==> config.mk <==
export PLATFORM = sky130hd
export DESIGN_NAME = crr_front
export DESIGN_NICKNAME = d
export VERILOG_FILES = /design/src/rtl/crr_pkg.sv /design/src/rtl/crr_front.sv
export SDC_FILE = /design/constraint.sdc
export NUM_CORES = 1
export LEC_CHECK = 0
export BUFFER_PORTS_ARGS = -buffer_cell sky130_fd_sc_hd__buf_2
export CAP_MARGIN = 20
export CORE_MARGIN = 8
export CORE_UTILIZATION = 45
export DETAILED_ROUTE_END_ITERATION = 7
export PLACE_DENSITY = 0.68
export SYNTH_ARGS = -nofsm -noshare
export SYNTH_HDL_FRONTEND = slang
export SYNTH_SLANG_ARGS = --single-unit
==> constraint.sdc <==
create_clock -name aclk -period 13.6 [get_ports aclk]
set_input_delay 1.36 -clock aclk [delete_from_list [all_inputs] [get_ports aclk]]
set_output_delay 1.36 -clock aclk [all_outputs]
set_load 0.05 [all_outputs]
==> src/rtl/crr_pkg.sv <==
`timescale 1ns / 1ps
// ----------------------------------------------------------------------------
// crr_pkg: shared types and helpers for the channel routing block
// Holds the register indexes, cell kind codes, the queued item type and the
// small helpers for D8 decoding, grid clamping and 48-bit saturation.
// ----------------------------------------------------------------------------
package crr_pkg;

    // Default grid limits, used by the top level parameters.
    localparam int DEF_MAX_ROWS = 64;
    localparam int DEF_MAX_COLS = 64;

    // Configuration port geometry.
    localparam int CFG_AW = 3;
    localparam int CFG_DW = 32;

    // Register indexes.
    typedef enum logic [CFG_AW-1:0] {
        REG_NUM_COLS     = 3'd0,
        REG_NUM_ROWS     = 3'd1,
        REG_DECAY_FACTOR = 3'd2,
        REG_STORAGE_GAIN = 3'd3,
        REG_RECIP_STEP   = 3'd4
    } reg_idx_t;

    // Commands and codes.
    localparam logic       CMD_LOAD       = 1'b0;
    localparam logic       CMD_ROUTE      = 1'b1;
    localparam logic [1:0] KIND_NONE      = 2'd0;
    localparam logic [1:0] KIND_LAND      = 2'd1;
    localparam logic [1:0] KIND_CHANNEL   = 2'd2;
    localparam logic [1:0] KIND_UNUSED    = 2'd3;
    localparam logic       STATUS_OK      = 1'b0;
    localparam logic       STATUS_BAD_DIR = 1'b1;

    typedef logic signed [47:0] flow_t;
    typedef logic signed [48:0] wide_t;

    localparam flow_t POS48 = {1'b0, {47{1'b1}}};
    localparam flow_t NEG48 = {1'b1, {47{1'b0}}};

    // One classified request as it waits between front and back.
    typedef struct packed {
        logic       cmd;
        logic [5:0] row;
        logic [5:0] col;
        logic [1:0] kind;
        logic [2:0] dir_idx;
        logic       status;
        logic       in_grid;
        flow_t      lateral;
        logic       last;
    } crr_item_t;

    // Clamp a grid dimension register to 1..hi.
    function automatic int clamp_dim(logic [6:0] v, int hi);
        int x;
        x = int'(v);
        if (x < 1) return 1;
        if (x > hi) return hi;
        return x;
    endfunction

    // D8 code to index; bit 3 set when the code has exactly one bit set.
    function automatic logic [3:0] d8_decode(logic [7:0] code);
        logic [3:0] r;
        r = 4'd0;
        for (int i = 0; i < 8; i++) begin
            if (code == 8'(1 << i)) r = {1'b1, 3'(i)};
        end
        return r;
    endfunction

    function automatic logic signed [1:0] d8_drow(logic [2:0] d);
        logic signed [1:0] r;
        unique case (d)
            3'd0, 3'd4: r = 2'sd0;
            3'd1, 3'd2, 3'd3: r = 2'sd1;
            default: r = -2'sd1;
        endcase
        return r;
    endfunction

    function automatic logic signed [1:0] d8_dcol(logic [2:0] d);
        logic signed [1:0] r;
        unique case (d)
            3'd2, 3'd6: r = 2'sd0;
            3'd0, 3'd1, 3'd7: r = 2'sd1;
            default: r = -2'sd1;
        endcase
        return r;
    endfunction

    // Clamp a 49-bit signed value to 48 bits.
    function automatic flow_t sat49(wide_t v);
        if (v[48] != v[47]) return v[48] ? NEG48 : POS48;
        return flow_t'(v[47:0]);
    endfunction

    function automatic wide_t ext49(flow_t v);
        return {v[47], v};
    endfunction

endpackage

==> src/rtl/crr_front.sv <==
`timescale 1ns / 1ps
// ----------------------------------------------------------------------------
// crr_front: request intake and classification
// Unpacks each request, checks it against the grid in use, decodes the D8
// code, forms the raster index and holds it in a two-entry queue.
// ----------------------------------------------------------------------------
module crr_front #(
    parameter int MAX_ROWS = crr_pkg::DEF_MAX_ROWS,
    parameter int MAX_COLS = crr_pkg::DEF_MAX_COLS,
    parameter int CW       = 12
) (
    input  logic                aclk,
    input  logic                aresetn,
    input  logic                s_tvalid,
    output logic                s_tready,
    input  logic [71:0]         s_tdata,
    input  logic                s_tuser,
    input  logic                s_tlast,
    input  logic [6:0]          num_cols,
    input  logic [6:0]          num_rows,
    input  logic                hold,
    output logic                deq_valid,
    input  logic                deq_ready,
    output crr_pkg::crr_item_t  deq_item,
    output logic [CW-1:0]       deq_cell
);
    import crr_pkg::*;

    crr_item_t   item;
    logic [CW-1:0] cell_idx;
    logic [3:0]  dec;
    logic [1:0]  kind_in;
    int          cols_c;
    int          rows_c;

    crr_item_t     item_q_reg [2];
    logic [CW-1:0] cell_q_reg [2];
    logic          wr_ptr_reg;
    logic          rd_ptr_reg;
    logic [1:0]    count_reg;
    logic          push;
    logic          pop;

    // Classify the incoming request.
    always_comb begin
        cols_c  = clamp_dim(num_cols, MAX_COLS);
        rows_c  = clamp_dim(num_rows, MAX_ROWS);
        dec     = d8_decode(s_tdata[21:14]);
        kind_in = s_tdata[13:12];
        item.cmd     = s_tuser;
        item.row     = s_tdata[5:0];
        item.col     = s_tdata[11:6];
        item.lateral = flow_t'(s_tdata[69:22]);
        item.last    = s_tlast;
        item.dir_idx = dec[2:0];
        item.in_grid = (int'(item.row) < rows_c) && (int'(item.col) < cols_c);
        item.status  = STATUS_OK;
        item.kind    = (kind_in == KIND_UNUSED) ? KIND_NONE : kind_in;
        if (item.kind == KIND_CHANNEL && !dec[3]) begin
            item.kind = KIND_LAND;
            if (item.in_grid && item.cmd == CMD_LOAD) item.status = STATUS_BAD_DIR;
        end
        cell_idx = CW'(int'(item.row) * cols_c + int'(item.col));
    end

    assign s_tready  = (count_reg != 2'd2) && !hold;
    assign push      = s_tvalid && s_tready;
    assign deq_valid = (count_reg != 2'd0);
    assign pop       = deq_valid && deq_ready;
    assign deq_item  = item_q_reg[rd_ptr_reg];
    assign deq_cell  = cell_q_reg[rd_ptr_reg];

    // Queue storage.
    always_ff @(posedge aclk) begin
        if (push) begin
            item_q_reg[wr_ptr_reg] <= item;
            cell_q_reg[wr_ptr_reg] <= cell_idx;
        end
    end

    // Queue pointers.
    always_ff @(posedge aclk) begin
        if (!aresetn) begin
            wr_ptr_reg <= 1'b0;
            rd_ptr_reg <= 1'b0;
            count_reg  <= 2'd0;
        end else begin
            if (push) wr_ptr_reg <= ~wr_ptr_reg;
            if (pop) rd_ptr_reg <= ~rd_ptr_reg;
            count_reg <= count_reg + 2'(push) - 2'(pop);
        end
    end

endmodule

==> results.py <==
metrics = {
    "run_status": {
        "status": "completed",
    },
    "synth": {
        "yosys.area.top_type": "edfxtp_1",
        "synth_ff_type": "edfxtp_1",
        "synth-async-reset-ratio": 0,
        "synthTopCellsByCount": "edfxtp_1, mux2_2, inv_1, ha_1, and2_1",
        "synthTopCellsByArea": "edfxtp_1, mux2_2, ha_1",
        "synth_enable_flop_cells": 162,
        "synth_fp_nets": 703,
        "synth_top_area_frac": 0.592,
        "synth.most_common_cell": "edfxtp_1",
        "syn_area_per_cell_um2": 15.2,
        "netlist_instances": 541,
        "synth_area_um2": 8210,
        "yosysWarnings": 0,
        "ys_seq_area_frac": 0.605,
        "synth_seq_cells": 167,
        "synth.distinct_cells": 45,
    },
    "finish": {
        "fin_area_um2": 9990,
        "fin_util": 0.556,
        "fill_cells": 1475,
        "area_delta_synth_final_pct": 21.6,
        "stdcell_count": 967,
        "largest_register_ffs": 138,
        "antenna_cells": 0,
        "layout-drive-gt1-share": 0.413,
        "nets": 887,
    },
    "timing": {
        "fin_crit_ns": 5.35,
        "worst_hold_slack_ns": 0.536,
        "max_freq_mhz": 187,
        "hold_viol": 0,
        "setup_tns_ns": 0,
        "fin_crit_sh": 0.393,
        "setup_viol": 0,
        "relSlewSlack": 0.620,
        "maxSlewViolCount": 0,
        "fin_skew_ns": 0.00870,
        "tightest_slew_ns": 0.570,
        "rsz0062_at_grt": "no",
    },
    "worst_setup_path": {
        "cp.required_ns": 13.75,
        "critPathKind": "input pin to flop",
        "r2r_cells": 6,
        "slowest_delay_ns": 0.54,
        "critPathMaxFanout": 15,
        "cp_cell_sequence": "buf_2 -> nor2b_1 -> and2_1 -> fa_1 -> inv_1 -> fa_1 -> inv_1 -> fa_1 -> inv_1 -> fa_1 -> inv_1 -> ha_1 -> nand4_1 -> nand3_1 -> o41ai_1 -> xnor2_1",
        "cp_slowest_cell": "fa_1",
        "worstSetupEndpointType": "flop",
        "start_kind": "input pin",
        "critPathArrivalTime_ns": 5.49,
    },
    "clock_tree": {
        "numCtsBuffers": 17,
        "cts_resized": 0,
        "insertion_delay_ns": 0.42,
        "ctsLongestPathBuffers": 2,
        "cts_tree": "yes",
        "cts.reportedPaths.clkPinSlew_ns": 0.06,
        "htreeDepth": 4,
        "hold_buffers": 0,
        "clkSinkCount": 167,
        "root_buffer": "clkbuf_16",
        "cts_setup_buffers": 0,
    },
    "global_routing": {
        "grt_usage": 0.146,
        "grt_pass1_vias": 5212,
        "use_met2": 0.250,
        "grt_overflow": 0,
        "grt_pass1_wl_um": 25900,
        "antenna_found_initial": 1,
        "grt_max_degree": 82,
        "top_usage_layer": "met2",
        "met1_usage": 0.177,
        "grt_use_met3": 0.0353,
    },
    "placed_design": {
        "gp_routability_congestion": 0.867,
        "hpwl_um": 12000,
        "place_area_um2": 9360,
        "io_buffers": 173,
        "dp_cells": 933,
    },
    "route": {
        "totalWireLength_um": 16700,
        "drtIter0Drc": 193,
        "wl_per_cell_um": 17.3,
        "vias": 4875,
        "firstDrtPassIters": 4,
        "drc": 0,
        "via_per_inst": 5.04,
        "ant_nets": 0,
    },
    "floorplan": {
        "rows": 49,
        "coreArea_um2": 18000,
        "start_util": 0.457,
        "die_x_um": 151,
        "die_h_um": 151,
        "die_area_um2": 22800,
        "pin_count": 176,
    },
    "worst_hold_path": {
        "hold_class": "flop to flop",
        "whs_path_depth": 2,
    },
    "power": {
        "power_density_nw_per_um2": 170,
        "vdd_drop_max_mv": 0.0925,
        "p_leak_nw": 4.00,
    },
    "run": {
        "max_cap_viol_count": 0,
    },
}
## through the flow
step	power, W	setup WS (ns)
CTS	0.00172	8.29
global placement	0.00123	7.94
floorplan	0.00111	7.23
finish	0.00170	8.25
global route	0.00177	7.96
detailed placement	0.00125	7.85
## metal layers
layer,routed length (µm),share of wire
met5,8,0.00048
met4,248,0.015
met3,1020,0.061
met2,8290,0.50
met1,7130,0.43
## report_power, final
group	switching, W	internal (W)	leakage (nW)
combinational	0.000399	0.000185	2.19
sequential	0.0000253	0.000621	1.53
clock	0.000196	0.000273	0.277
## critical path: cells and delay by family
kind,cells,cell delay (ns)
simple gates,4,0.68
fa+ha+maj,5,2.44
xor+xnor,1,0.14
buf+inv,5,0.45
compound gates,1,0.41
## logic make-up after synthesis
group           count (synthesis)  share of synthesized area
compound gates                 41                     0.0390
xor+xnor                       17                     0.0181
fa+ha+maj                      69                      0.127
buf+inv                        68                     0.0312
flops                         167                      0.605
mux                            81                      0.111
simple gates                   98                     0.0690
## cells in the final DEF, fill, tap and decap left out, drive strengths merged, types with 3 or more instances in the layout
master     n
mux2      81
clkinv     6
nor3       3
and2      40
o21ai      9
dfxtp      5
buf      177
a21oi     11
xnor2     13
inv       59
fa        24
o21a       5
a2111oi    3
or4        3
nor2      15
ha        45
nand2     16
nor2b      9
clkbuf    19
edfxtp   162
xor2       4
## path summary, 6_finish.rpt
check	startpoint	end	slack (ns)
min reg2reg	rd_ptr_reg	flop	0.54
max	num_cols[6]	cell_q_reg[1][11]	8.25
max reg2reg	count_reg[0]	cell_q_reg[0][10]	11.31
min	rd_ptr_reg	flop	0.54
## cell type report
cell class                      instances  area, µm²  area share
Multi-Input combinational cell        306       3000       0.301
Inverter                               56        210      0.0210
Clock inverter                         13        148      0.0148
Tap cell                              229        287      0.0287
Sequential cell                       167       4970       0.497
Clock buffer                           19        433      0.0433
Timing Repair Buffer                  177        941      0.0942
Power figures use the tool's default switching activity.
